==> config.mk <==
export PLATFORM = sky130hd
export DESIGN_NAME = markup_token_scanner_unit
export DESIGN_NICKNAME = d
export VERILOG_FILES = /design/src/rtl/mts_pkg.sv /design/src/rtl/mts_front.sv /design/src/rtl/mts_queue.sv /design/src/rtl/mts_back.sv /design/src/rtl/markup_token_scanner_unit.sv
export VERILOG_INCLUDE_DIRS = /design/src /design/src/rtl
export SDC_FILE = /design/constraint.sdc
export NUM_CORES = 1
export LEC_CHECK = 0
export BUFFER_PORTS_ARGS = -buffer_cell sky130_fd_sc_hd__buf_4
export CAP_MARGIN = 25
export CORE_MARGIN = 4
export CORE_UTILIZATION = 50
export CTS_CLUSTER_DIAMETER = 80
export DETAILED_ROUTE_END_ITERATION = 7
export PLACE_DENSITY = 0.69
export SETUP_SLACK_MARGIN = 0.05
export SKIP_CTS_REPAIR_TIMING = 1
export SLEW_MARGIN = 20
export SYNTH_ARGS = -nofsm -noshare
export SYNTH_HDL_FRONTEND = slang
export SYNTH_HIERARCHICAL = 1
export SYNTH_SLANG_ARGS = --single-unit
==> constraint.sdc <==
create_clock -name clk_i -period 11.8 [get_ports clk_i]
set_input_delay 1.18 -clock clk_i [delete_from_list [all_inputs] [get_ports clk_i]]
set_output_delay 1.18 -clock clk_i [all_outputs]
set_load 0.02 [all_outputs]
==> src/rtl/markup_token_scanner_unit_defines.svh <==
// Assertion helpers shared by the scanner RTL
`ifndef MARKUP_TOKEN_SCANNER_UNIT_DEFINES_SVH
`define MARKUP_TOKEN_SCANNER_UNIT_DEFINES_SVH

// Check that cons holds in the same cycle as ante
`define MTS_ASSERT_IMP(lbl, ante, cons, msg) \
  lbl: assert property (@(posedge clk_i) disable iff (!rst_ni) (ante) |-> (cons)) \
    else $error(msg);

// Check that cons holds in the cycle after ante
`define MTS_ASSERT_NXT(lbl, ante, cons, msg) \
  lbl: assert property (@(posedge clk_i) disable iff (!rst_ni) (ante) |=> (cons)) \
    else $error(msg);

`endif

==> src/rtl/mts_pkg.sv <==
package mts_pkg;

  localparam int unsigned ENTITY_MAX_DEF = 4;
  localparam int unsigned LINE_WIDTH_DEF = 24;
  localparam int unsigned LINE_OUT_W     = 24;
  localparam int unsigned ENT_CHARS_W    = 32;
  localparam int unsigned QUEUE_DEPTH    = 4;

  typedef enum logic [2:0] {
    MODE_IDLE    = 3'd0,
    MODE_LITERAL = 3'd1,
    MODE_STRING  = 3'd2,
    MODE_ENTITY  = 3'd3,
    MODE_ESCAPE  = 3'd4,
    MODE_HEX1    = 3'd5,
    MODE_HEX2    = 3'd6
  } mode_e;

  typedef enum logic [3:0] {
    KIND_OPEN     = 4'd0,
    KIND_CLOSE    = 4'd1,
    KIND_EQUAL    = 4'd2,
    KIND_SLASH    = 4'd3,
    KIND_BANG     = 4'd4,
    KIND_QUESTION = 4'd5,
    KIND_STRING   = 4'd6,
    KIND_LITERAL  = 4'd7,
    KIND_EOF      = 4'd8
  } kind_e;

  localparam logic [7:0] CH_SPACE = 8'h20;
  localparam logic [7:0] CH_TAB   = 8'h09;
  localparam logic [7:0] CH_NL    = 8'h0A;
  localparam logic [7:0] CH_LT    = 8'h3C;
  localparam logic [7:0] CH_GT    = 8'h3E;
  localparam logic [7:0] CH_EQ    = 8'h3D;
  localparam logic [7:0] CH_SLASH = 8'h2F;
  localparam logic [7:0] CH_BANG  = 8'h21;
  localparam logic [7:0] CH_QMARK = 8'h3F;
  localparam logic [7:0] CH_QUOTE = 8'h22;
  localparam logic [7:0] CH_AMP   = 8'h26;
  localparam logic [7:0] CH_BSL   = 8'h5C;
  localparam logic [7:0] CH_SEMI  = 8'h3B;
  localparam logic [7:0] CH_LC_N  = 8'h6E;
  localparam logic [7:0] CH_LC_T  = 8'h74;
  localparam logic [7:0] CH_LC_X  = 8'h78;

  localparam logic [ENT_CHARS_W-1:0] ENT_QUOT = 32'h7175_6F74;
  localparam logic [ENT_CHARS_W-1:0] ENT_AMP  = 32'h0061_6D70;
  localparam logic [ENT_CHARS_W-1:0] ENT_LT   = 32'h0000_6C74;
  localparam logic [ENT_CHARS_W-1:0] ENT_GT   = 32'h0000_6774;

  localparam logic [4:0] HEX_BAD = 5'd16;

  typedef struct packed {
    logic [7:0] in_byte;
    logic       end_of_input;
  } scan_in_t;

  typedef struct packed {
    logic [3:0]            token_kind;
    logic [7:0]            text_byte;
    logic                  byte_valid;
    logic                  token_last;
    logic [LINE_OUT_W-1:0] line_number;
  } scan_out_t;

  typedef struct packed {
    kind_e      kind;
    logic [7:0] text_byte;
    logic       byte_valid;
    logic       token_last;
  } res_t;

  typedef struct packed {
    logic                  two;
    res_t                  r0;
    res_t                  r1;
    logic [LINE_OUT_W-1:0] line;
  } cmd_t;

  typedef struct packed {
    logic  ended;
    mode_e mode;
  } front_stat_t;

  function automatic res_t mk_res(kind_e k, logic [7:0] b, logic v, logic l);
    res_t r;
    r.kind       = k;
    r.text_byte  = b;
    r.byte_valid = v;
    r.token_last = l;
    return r;
  endfunction

  function automatic logic [4:0] hex_value(logic [7:0] c);
    logic [4:0] v;
    v = HEX_BAD;
    if (c inside {[8'h30:8'h39]}) v = 5'(c - 8'h30);
    else if (c inside {[8'h61:8'h66]}) v = 5'(c - 8'h57);
    else if (c inside {[8'h41:8'h46]}) v = 5'(c - 8'h37);
    return v;
  endfunction

endpackage

==> src/rtl/mts_front.sv <==
module mts_front import mts_pkg::*; #(
  parameter int unsigned ENTITY_MAX = ENTITY_MAX_DEF,
  parameter int unsigned LINE_WIDTH = LINE_WIDTH_DEF
) (
  input  logic        clk_i,
  input  logic        rst_ni,
  input  logic        accept_i,
  input  scan_in_t    item_i,
  output logic        wr_o,
  output cmd_t        cmd_o,
  output front_stat_t stat_o
);

  localparam int unsigned LEN_W = $clog2(ENTITY_MAX + 1);

  typedef struct packed {
    logic  emit;
    res_t  res;
    mode_e mode;
    logic  nl;
  } step_t;

  function automatic step_t idle_step(logic [7:0] c);
    step_t s;
    s.emit = 1'b1;
    s.res  = mk_res(KIND_LITERAL, c, 1'b1, 1'b1);
    s.mode = MODE_IDLE;
    s.nl   = 1'b0;
    case (c)
      CH_SPACE, CH_TAB: s.emit = 1'b0;
      CH_NL: begin
        s.emit = 1'b0;
        s.nl   = 1'b1;
      end
      CH_LT:    s.res.kind = KIND_OPEN;
      CH_GT:    s.res.kind = KIND_CLOSE;
      CH_EQ:    s.res.kind = KIND_EQUAL;
      CH_SLASH: s.res.kind = KIND_SLASH;
      CH_BANG:  s.res.kind = KIND_BANG;
      CH_QMARK: s.res.kind = KIND_QUESTION;
      CH_QUOTE: begin
        s.emit = 1'b0;
        s.mode = MODE_STRING;
      end
      default: begin
        s.mode           = MODE_LITERAL;
        s.res.token_last = 1'b0;
      end
    endcase
    return s;
  endfunction

  function automatic step_t string_step(logic [7:0] c);
    step_t s;
    s.emit = 1'b0;
    s.res  = mk_res(KIND_STRING, c, 1'b1, 1'b0);
    s.mode = MODE_STRING;
    s.nl   = 1'b0;
    case (c)
      CH_QUOTE: begin
        s.emit = 1'b1;
        s.res  = mk_res(KIND_STRING, 8'h00, 1'b0, 1'b1);
        s.mode = MODE_IDLE;
      end
      CH_AMP: s.mode = MODE_ENTITY;
      CH_BSL: s.mode = MODE_ESCAPE;
      default: begin
        s.emit = 1'b1;
        s.nl   = (c == CH_NL);
      end
    endcase
    return s;
  endfunction

  mode_e                  mode_q, mode_d;
  logic [ENT_CHARS_W-1:0] chars_q, chars_d;
  logic [LEN_W-1:0]       len_q, len_d;
  logic [4:0]             hex_q, hex_d;
  logic [LINE_WIDTH-1:0]  line_q, line_d;
  logic                   ended_q, ended_d;

  logic       nl;
  logic       e0, e1;
  res_t       r0, r1;
  step_t      s;
  logic [4:0] v2;
  logic [7:0] c;
  logic [LINE_WIDTH+LINE_OUT_W-1:0] line_ext;

  assign c = item_i.in_byte;

  always_comb begin
    mode_d  = mode_q;
    chars_d = chars_q;
    len_d   = len_q;
    hex_d   = hex_q;
    ended_d = ended_q;
    nl      = 1'b0;
    e0      = 1'b0;
    e1      = 1'b0;
    r0      = '0;
    r1      = '0;
    s       = '0;
    v2      = hex_value(c);
    if (ended_q) begin
      e0 = 1'b1;
      r0 = mk_res(KIND_EOF, 8'h00, 1'b0, 1'b1);
    end else if (item_i.end_of_input) begin
      mode_d  = MODE_IDLE;
      ended_d = 1'b1;
      e0      = 1'b1;
      if (mode_q == MODE_IDLE) begin
        r0 = mk_res(KIND_EOF, 8'h00, 1'b0, 1'b1);
      end else begin
        e1 = 1'b1;
        r0 = mk_res((mode_q == MODE_LITERAL) ? KIND_LITERAL : KIND_STRING,
                    8'h00, 1'b0, 1'b1);
        r1 = mk_res(KIND_EOF, 8'h00, 1'b0, 1'b1);
      end
    end else begin
      case (mode_q)
        MODE_LITERAL: begin
          e0 = 1'b1;
          if (c inside {CH_SPACE, CH_TAB, CH_NL, CH_EQ, CH_LT, CH_GT}) begin
            r0     = mk_res(KIND_LITERAL, 8'h00, 1'b0, 1'b1);
            s      = idle_step(c);
            mode_d = s.mode;
            nl     = s.nl;
            e1     = s.emit;
            r1     = s.res;
          end else begin
            r0 = mk_res(KIND_LITERAL, c, 1'b1, 1'b0);
          end
        end
        MODE_STRING: begin
          s      = string_step(c);
          mode_d = s.mode;
          nl     = s.nl;
          e0     = s.emit;
          r0     = s.res;
          if (s.mode == MODE_ENTITY) begin
            chars_d = '0;
            len_d   = '0;
          end
        end
        MODE_ENTITY: begin
          if (c == CH_SEMI) begin
            mode_d = MODE_STRING;
            if (len_q == LEN_W'(4) && chars_q == ENT_QUOT) begin
              e0 = 1'b1;
              r0 = mk_res(KIND_STRING, CH_QUOTE, 1'b1, 1'b0);
            end else if (len_q == LEN_W'(3) && chars_q == ENT_AMP) begin
              e0 = 1'b1;
              r0 = mk_res(KIND_STRING, CH_AMP, 1'b1, 1'b0);
            end else if (len_q == LEN_W'(2) && chars_q == ENT_LT) begin
              e0 = 1'b1;
              r0 = mk_res(KIND_STRING, CH_LT, 1'b1, 1'b0);
            end else if (len_q == LEN_W'(2) && chars_q == ENT_GT) begin
              e0 = 1'b1;
              r0 = mk_res(KIND_STRING, CH_GT, 1'b1, 1'b0);
            end
          end else if (len_q >= LEN_W'(ENTITY_MAX)) begin
            s      = string_step(c);
            mode_d = s.mode;
            nl     = s.nl;
            e0     = s.emit;
            r0     = s.res;
            if (s.mode == MODE_ENTITY) begin
              chars_d = '0;
              len_d   = '0;
            end
          end else begin
            chars_d = {chars_q[ENT_CHARS_W-9:0], c};
            len_d   = len_q + LEN_W'(1);
          end
        end
        MODE_ESCAPE: begin
          mode_d = MODE_STRING;
          e0     = 1'b1;
          case (c)
            CH_LC_N: r0 = mk_res(KIND_STRING, CH_NL, 1'b1, 1'b0);
            CH_LC_T: r0 = mk_res(KIND_STRING, CH_TAB, 1'b1, 1'b0);
            CH_LC_X: begin
              e0     = 1'b0;
              mode_d = MODE_HEX1;
            end
            default: r0 = mk_res(KIND_STRING, c, 1'b1, 1'b0);
          endcase
        end
        MODE_HEX1: begin
          hex_d  = v2;
          mode_d = MODE_HEX2;
        end
        MODE_HEX2: begin
          mode_d = MODE_STRING;
          if (!hex_q[4] && !v2[4]) begin
            e0 = 1'b1;
            r0 = mk_res(KIND_STRING, {hex_q[3:0], v2[3:0]}, 1'b1, 1'b0);
          end
        end
        default: begin
          s      = idle_step(c);
          mode_d = s.mode;
          nl     = s.nl;
          e0     = s.emit;
          r0     = s.res;
        end
      endcase
    end
  end

  assign line_d   = (nl && line_q != '1) ? line_q + LINE_WIDTH'(1) : line_q;
  assign line_ext = {LINE_OUT_W'(0), line_d};

  assign wr_o      = accept_i && e0;
  assign cmd_o.two  = e1;
  assign cmd_o.r0   = r0;
  assign cmd_o.r1   = r1;
  assign cmd_o.line = line_ext[LINE_OUT_W-1:0];

  assign stat_o.ended = ended_q;
  assign stat_o.mode  = mode_q;

  always_ff @(posedge clk_i or negedge rst_ni) begin
    if (!rst_ni) begin
      mode_q  <= MODE_IDLE;
      chars_q <= '0;
      len_q   <= '0;
      hex_q   <= '0;
      line_q  <= LINE_WIDTH'(1);
      ended_q <= 1'b0;
    end else if (accept_i) begin
      mode_q  <= mode_d;
      chars_q <= chars_d;
      len_q   <= len_d;
      hex_q   <= hex_d;
      line_q  <= line_d;
      ended_q <= ended_d;
    end
  end

endmodule

==> src/rtl/mts_queue.sv <==
module mts_queue import mts_pkg::*; (
  input  logic clk_i,
  input  logic rst_ni,
  input  logic wr_i,
  input  cmd_t wdata_i,
  input  logic rd_i,
  output cmd_t rdata_o,
  output logic full_o,
  output logic empty_o
);

  localparam int unsigned PTR_W = $clog2(QUEUE_DEPTH);
  localparam int unsigned CNT_W = $clog2(QUEUE_DEPTH + 1);

  cmd_t             mem [QUEUE_DEPTH];
  logic [PTR_W-1:0] wptr_q, rptr_q;
  logic [CNT_W-1:0] cnt_q, cnt_d;
  logic             do_wr, do_rd;

  assign full_o  = (cnt_q == CNT_W'(QUEUE_DEPTH));
  assign empty_o = (cnt_q == '0);
  assign do_wr   = wr_i && !full_o;
  assign do_rd   = rd_i && !empty_o;
  assign rdata_o = mem[rptr_q];

  always_comb begin
    cnt_d = cnt_q;
    if (do_wr && !do_rd) cnt_d = cnt_q + CNT_W'(1);
    else if (do_rd && !do_wr) cnt_d = cnt_q - CNT_W'(1);
  end

  always_ff @(posedge clk_i) begin
    if (do_wr) begin
      mem[wptr_q] <= wdata_i;
    end
  end

  always_ff @(posedge clk_i or negedge rst_ni) begin
    if (!rst_ni) begin
      wptr_q <= '0;
      rptr_q <= '0;
      cnt_q  <= '0;
    end else begin
      if (do_wr) wptr_q <= wptr_q + PTR_W'(1);
      if (do_rd) rptr_q <= rptr_q + PTR_W'(1);
      cnt_q <= cnt_d;
    end
  end

endmodule

==> src/rtl/mts_back.sv <==
module mts_back import mts_pkg::*; (
  input  logic      clk_i,
  input  logic      rst_ni,
  input  cmd_t      head_i,
  input  logic      q_empty_i,
  output logic      q_rd_o,
  output logic      empty_o,
  input  logic      pop_i,
  output scan_out_t res_o
);

  cmd_t slot_q;
  logic vld_q;
  logic idx_q;
  logic done, adv, load;
  res_t cur;

  assign done   = vld_q && pop_i && (idx_q || !slot_q.two);
  assign adv    = vld_q && pop_i && !done;
  assign load   = (!vld_q || done) && !q_empty_i;
  assign q_rd_o = load;

  assign empty_o = !vld_q;
  assign cur     = idx_q ? slot_q.r1 : slot_q.r0;

  assign res_o.token_kind  = cur.kind;
  assign res_o.text_byte   = cur.text_byte;
  assign res_o.byte_valid  = cur.byte_valid;
  assign res_o.token_last  = cur.token_last;
  assign res_o.line_number = slot_q.line;

  always_ff @(posedge clk_i) begin
    if (load) begin
      slot_q <= head_i;
    end
  end

  always_ff @(posedge clk_i or negedge rst_ni) begin
    if (!rst_ni) begin
      vld_q <= 1'b0;
      idx_q <= 1'b0;
    end else if (load) begin
      vld_q <= 1'b1;
      idx_q <= 1'b0;
    end else if (done) begin
      vld_q <= 1'b0;
    end else if (adv) begin
      idx_q <= 1'b1;
    end
  end

endmodule

==> src/rtl/markup_token_scanner_unit.sv <==
// Path: a taken input beat goes into the queue, then into the result register on the ports.
// Throughput: one input beat per cycle while the queue is not full; the result side drains
// one beat per cycle while pop is held; a beat with two results holds the drain for both.
// The four-entry queue between the scanner and the result register sets how far they drift.
// Reset: asynchronous, active low; idle mode, line count one, queue and result register empty.
`include "markup_token_scanner_unit_defines.svh"

module markup_token_scanner_unit import mts_pkg::*; #(
  parameter int unsigned ENTITY_MAX = ENTITY_MAX_DEF,
  parameter int unsigned LINE_WIDTH = LINE_WIDTH_DEF
) (
  input  logic      clk_i,
  input  logic      rst_ni,
  input  logic      push,
  output logic      full,
  input  scan_in_t  in_item_i,
  output logic      empty,
  input  logic      pop,
  output scan_out_t res_o
);

  logic        in_acc;
  logic        fq_wr, fq_full, fq_empty, fq_rd;
  cmd_t        fq_wdata, fq_rdata;
  front_stat_t fstat;

  assign full   = fq_full;
  assign in_acc = push && !fq_full;

  mts_front #(
    .ENTITY_MAX(ENTITY_MAX),
    .LINE_WIDTH(LINE_WIDTH)
  ) u_front (
    .clk_i   (clk_i),
    .rst_ni  (rst_ni),
    .accept_i(in_acc),
    .item_i  (in_item_i),
    .wr_o    (fq_wr),
    .cmd_o   (fq_wdata),
    .stat_o  (fstat)
  );

  mts_queue u_queue (
    .clk_i  (clk_i),
    .rst_ni (rst_ni),
    .wr_i   (fq_wr),
    .wdata_i(fq_wdata),
    .rd_i   (fq_rd),
    .rdata_o(fq_rdata),
    .full_o (fq_full),
    .empty_o(fq_empty)
  );

  mts_back u_back (
    .clk_i    (clk_i),
    .rst_ni   (rst_ni),
    .head_i   (fq_rdata),
    .q_empty_i(fq_empty),
    .q_rd_o   (fq_rd),
    .empty_o  (empty),
    .pop_i    (pop),
    .res_o    (res_o)
  );

  `MTS_ASSERT_IMP(a_no_wr_when_full, fq_wr, !fq_full, "queue written while full")
  `MTS_ASSERT_NXT(a_eoi_latches, in_acc && in_item_i.end_of_input, fstat.ended, "end not held")
  `MTS_ASSERT_IMP(a_ended_is_idle, fstat.ended, fstat.mode == MODE_IDLE, "mode left idle at end")

endmodule

# After elaboration in Yosys (flattened, before gate mapping)
# Memory sizes are Yosys's and may differ from the RTL's. A register that Yosys moved wholly into a read port is not among the register bits.
# Cells that the tools add are included.
# Widths: inputs -> output; s select.
dict set report totals {
  regBits 77
  mem_bits_rw 212
  output_inout_bits 40
  elab_cells 206
  mem_count 1
}
dict set report op_classes {
  n_addsub 9
  magnitude_cmp 7
  eq_ne 39
  mux 90
  n_bitwise 2
  reduce_logical 47
}
# memory depth width rd rd_ports_with_merged_regs wr line_no
set memory_table {}
lappend memory_table {u_queue.mem 4 53 1 1 1 mts_queue.sv:15} ;# cmd_t mem [QUEUE_DEPTH];
# op count
set op_table {}
lappend op_table {{$mux 14} 13}
lappend op_table {{$mux 32} 4}
lappend op_table {{$pmux 14 s6} 1}
lappend op_table {{$eq 8x6->1 const B} 10}
lappend op_table {{$eq 32x15->1 const B} 2}
lappend op_table {{$pmux 32 s2} 1}
lappend op_table {{$mux 3} 19}
lappend op_table {{$mux 13} 3}
lappend op_table {{$pmux 13 s3} 1}
lappend op_table {{$pmux 3 s6} 2}
lappend op_table {{$mux 1} 35}
lappend op_table {{$eq 32x23->1 const B} 1}
lappend op_table {{$eq 32x31->1 const B} 1}
lappend op_table {{$eq 8x7->1 const B} 4}
lappend op_table {{$add 24x1->24 const B} 1}
lappend op_table {{$mux 24} 1}
lappend op_table {{$ne 24x24->1 const B} 1}
lappend op_table {{$mux 10} 2}
lappend op_table {{$logic_and 1x1->1} 19}
lappend op_table {{$eq 3x2->1 const B} 6}
lappend op_table {{$eq 8x4->1 const B} 2}
lappend op_table {{$ge 8x7->1 const B} 2}
lappend op_table {{$le 8x7->1 const B} 2}
lappend op_table {{$eq 3x3->1 const B} 5}
lappend op_table {{32 further kinds} 56}

# Logic depth before layout (Yosys ltp)
dict set report logic_depth {
  depth_word 17
  mapped_depth 19
}

# By module
# Netlist, hierarchy kept.
# mod instances cells_each area_per_inst_um2
set by_module_without_submodules {}
lappend by_module_without_submodules {mts_queue 1 313 8139.1}
lappend by_module_without_submodules {mts_front 1 521 4695.8}
lappend by_module_without_submodules {mts_back 1 104 2093.3}
lappend by_module_without_submodules {markup_token_scanner_unit 1 1 13.8}

# Least setup slack after synthesis
# OpenSTA, ideal clock, no wires.
dict set report synth_path {
  kind {input port to flip-flop}
  startpoint {input port pop}
  endpoint {register u_queue.cnt_q[1]}
  setup_ps 125
  t_arrival_ps 5334
  required_time_ps 11675
  path_slack_ps 6341
  stages 7
  path_cell_list {nand2_1 > a21oi_1 > nand2_1 > ha_1 > inv_1 > fa_1 > mux2_2}
}
dict set report synth_between {
  elab_chain_cells 8
}
# element line_no
set synth_rtl {}
lappend synth_rtl {{from (decl)} markup_token_scanner_unit.sv:18} ;# input logic pop,
lappend synth_rtl {{$logic_and 1x1->1 (2 in a row)} mts_back.sv:18} ;# assign done = vld_q && pop_i && (idx_q || !slot_q.two);
lappend synth_rtl {{$logic_or 1x1->1} mts_back.sv:20} ;# assign load = (!vld_q || done) && !q_empty_i;
lappend synth_rtl {{$logic_and 1x1->1} mts_back.sv:20}
lappend synth_rtl {{via fq_rd} markup_token_scanner_unit.sv:23} ;# logic fq_wr, fq_full, fq_empty, fq_rd;
lappend synth_rtl {{$logic_and 1x1->1} mts_queue.sv:23} ;# assign do_rd = rd_i && !empty_o;
lappend synth_rtl {{$logic_not 1->1} mts_queue.sv:28} ;# if (do_wr && !do_rd) cnt_d = cnt_q + CNT_W'(1);
lappend synth_rtl {{$logic_and 1x1->1} mts_queue.sv:28}
lappend synth_rtl {{$mux 3} mts_queue.sv:28}
lappend synth_rtl {{via u_queue.cnt_d[1]} mts_queue.sv:17} ;# logic [CNT_W-1:0] cnt_q, cnt_d;
lappend synth_rtl {{to (signal assigned)} mts_queue.sv:46} ;# cnt_q <= cnt_d;
lappend synth_rtl {{to (decl)} mts_queue.sv:17}
# The timed path passes the listed nets, and every way through them passes these cells.
# A chain may end at the register's enable or synchronous reset.

# Worst setup path in the final report
dict set report layout_path {
  startpoint {input port in_item_i[2] (netlist name)}
  endpoint {register u_queue.cnt_q[2]}
}
dict set report layout_between {
  elab_chain_cells 16
}
# element line_no
set layout_rtl {}
lappend layout_rtl {{from (decl)} markup_token_scanner_unit.sv:16} ;# input scan_in_t in_item_i,
lappend layout_rtl {{$ge 8x7->1 / $le 8x7->1 (equally long branches)} mts_pkg.sv:101} ;# else if (c inside {[8'h41:8'h46]}) v = 5'(c - 8'h37);
lappend layout_rtl {{$logic_and 1x1->1} mts_pkg.sv:101}
lappend layout_rtl {{$mux 5} mts_pkg.sv:101}
lappend layout_rtl {{$mux 5} mts_pkg.sv:100} ;# else if (c inside {[8'h61:8'h66]}) v = 5'(c - 8'h57);
lappend layout_rtl {{$mux 5} mts_pkg.sv:99} ;# if (c inside {[8'h30:8'h39]}) v = 5'(c - 8'h30);
lappend layout_rtl {{$logic_not 1->1} mts_front.sv:196} ;# if (!hex_q[4] && !v2[4]) begin
lappend layout_rtl {{$logic_and 1x1->1} mts_front.sv:196}
lappend layout_rtl {{$mux 1} mts_front.sv:196}
lappend layout_rtl {{$pmux 1 s6 *} mts_front.sv:121} ;# case (mode_q)
lappend layout_rtl {{$mux 1 *} mts_front.sv:108} ;# end else if (item_i.end_of_input) begin
lappend layout_rtl {{$mux 1 *} mts_front.sv:105} ;# if (ended_q) begin
lappend layout_rtl {{$logic_and 1x1->1 *} mts_front.sv:215} ;# assign wr_o = accept_i && e0;
lappend layout_rtl {{via fq_wr} markup_token_scanner_unit.sv:23}
lappend layout_rtl {{$logic_and 1x1->1 *} mts_queue.sv:22} ;# assign do_wr = wr_i && !full_o;
lappend layout_rtl {{$logic_not 1->1} mts_queue.sv:29} ;# else if (do_rd && !do_wr) cnt_d = cnt_q - CNT_W'(1);
lappend layout_rtl {{$logic_and 1x1->1} mts_queue.sv:29}
lappend layout_rtl {{$reduce_bool 2->1 (no source line)} n/a}
# The timed path passes the listed nets; every way through them passes the cells marked *.

==> run summary <==
Vias in the first global route: 8331
Maximum fanout along the worst path: 8
CP Class: input pin to flop
Hold Path Class: flop to flop
R2r endpoint: u_queue/cnt_q[2]
H-tree depth: 2
Min cycle time layout: 4.22 ns
Max-cap violations: 0
Status: complete, no violations
Net count reported at finish: 991
Clock Pin Slew Worst Setup and Hold Paths: 0.06 ns
Initial antenna violation count: 0
Clock Sinks: 342
Fmax: 237 MHz
Final antenna-violating net count: 0
Period utilisation layout: 35.8%
Clock Skew: 0.0164 ns
Filler cells: 2326
Hold Violations, Final: 0
Chip Height: 181 um
Synthesized area: 14900 um2
RSZ-0062 raised after global routing: false
Syn Area/Cell: 15.9 um2
Worst path max stage delay: 0.43 ns
Gate Count Post-Synth: 938
TritonCTS buffer count: 36
Hpwl dp: 17500 um
Drt drc: 0
Hold Path Origin: u_queue/cnt_q[2]
Starting DRT DRC Count: 768
Share of cells above drive strength 1: 21.4%
P&R area growth vs syn: 10.8%
CP Data Arrival Time: 4.65 ns
Crit path capture type: flop
Vias per cell: 5.85
Starting Density: 50.5%
Tot GR Track Use: 17.5%
Grt total ovfl: 0
Slowest cell on crit path: nor2b_1
Root Driver: clkbuf_16
Largest net degree at the start of global routing: 78
Measured slew at the worst slew-check pin: 0.951 ns
Most common cell after layout, fill and taps aside: edfxtp_1
Vias: 8056
Average wire per standard cell: 20.6 um
Routability cong.: 0.948
Worst Hold Path EP: u_queue/cnt_q[2]
Final setup fails: 0
WHS Path Cells: 1
Total count of max-transition violations in the final report: 0
Most frequent cells in the layout: edfxtp_1 (265), dfrtp_1 (74), buf_4 (60), nand2_1 (56)
First-pass GRT wire length: 46100 um
WL final: 28300 um
Critical Path Start Type: input pin
Crit Reg-Reg Startpoint: u_front/mode_q[1]
TritonCTS clock tree: built
Top Ports: 53
I/O Buffers: 52
Layout Utilization: 56.0%
Core Region: 29600 um2
Peak supply drop: 0.173 mV
R2R cell count: 13
Worst R2R Setup Slack: 7.71 ns
Die X: 181 um
Multi-input logic area: 4460 um2
Clock Path Buffers: 3
Rel. slew slack: 36.0%
Setup TNS: 0 ns
FF/Latch Area: 9890 um2
Critical-path cell list: buf_4 > inv_1 > ha_1 > o21bai_1 > a21oi_2 > a21oi_2 > nor2b_1 > or3b_1 > o31a_1 > nor2b_1 > ha_1 > inv_1 > fa_1 > xor2_1 > nor2_1 > xor2_1
Die area: 32700 um2
Rows: 63
Pre-antenna DRT Iters: 6
Ys Warns: 6
Clock latency on the worst-skew pair: 0.51 ns
Overall Power: 3640 uW
Pwr/cell area: 220 nW/um2
Antenna fix cells: 0
CP required: 12.23 ns
Static leakage: 0.00584 uW
## routing by layer
layer  vias up  GRT usage (%)  routed length, um
li1       3686              -                  -
met1      4081           25.5              12700
met2       241           27.6              13500
met3        48           3.18               1600
met4         0           4.33                519
met5         -              0                  0
## power by group
group	switching, uW	internal [uW]
sequential	85.3	1620
combinational	473	385
clock	438	639
total	996	2650
## through the flow
stage | instance area [um2] | hold WS (ns) | std cells | worst slack (ns)
after floorplan | 14900 | 0.445 | 939 | 6.34
after global placement | 15400 | 0.466 | 1313 | 7.18
after detailed placement | 15400 | 0.474 | 1314 | 7.05
after CTS | 16500 | 0.482 | 1378 | 7.59
after global routing | 16500 | 0.501 | 1378 | 7.29
final | 16500 | 0.479 | 1378 | 7.58
## worst max-delay path, delay by kind of cell
kind                       cells  cell delay (ns)
and+or+nand+nor                4             1.13
adders and majority gates      3             1.01
AOI/OAI and AO/OA              4             0.67
buffers and inverters          3             0.33
xor gates and xnor gates       2             0.32
## layout make-up
class                      count  share of cell area [%]
sequential                   342                    59.8
multi-input combinational    502                    27.0
clock buffer                  40                    5.66
timing repair buffer          63                    2.95
tap                          390                    2.95
clock inverter                24                    1.29
inverter                      17                   0.386
## registers in the layout (all words and copies together) (netlist names), 3 cells and up
name and flops:
u_front/hex_q 5, u_front/chars_q 32, u_queue/mem 212, u_queue/cnt_q 3, u_front/len_q 3, u_back/res_o 24, u_back/slot_q 29, u_front/mode_q 3
u_front/line_q 24
## worst max-delay path by stage
| stage | startpoint | endpoint | slack [ns] | cells after the start |
|---|---|---|---|---|
| 2_1_floorplan | pop | u_queue/cnt_q[1] | 6.34 | 7 |
| 3_3_place_gp | in_item_i[2] | u_queue/mem[3][5] | 7.18 | 12 |
| 3_5_place_dp | in_item_i[2] | u_queue/mem[3][7] | 7.05 | 12 |
| 4_1_cts | in_item_i[2] | u_queue/mem[3][26] | 7.59 | 12 |
| 5_1_grt | in_item_i[2] | u_queue/cnt_q[2] | 7.29 | 16 |
| 6_report | in_item_i[2] | u_queue/cnt_q[2] | 7.58 | 16 |
(Power assumes the default switching activity.)
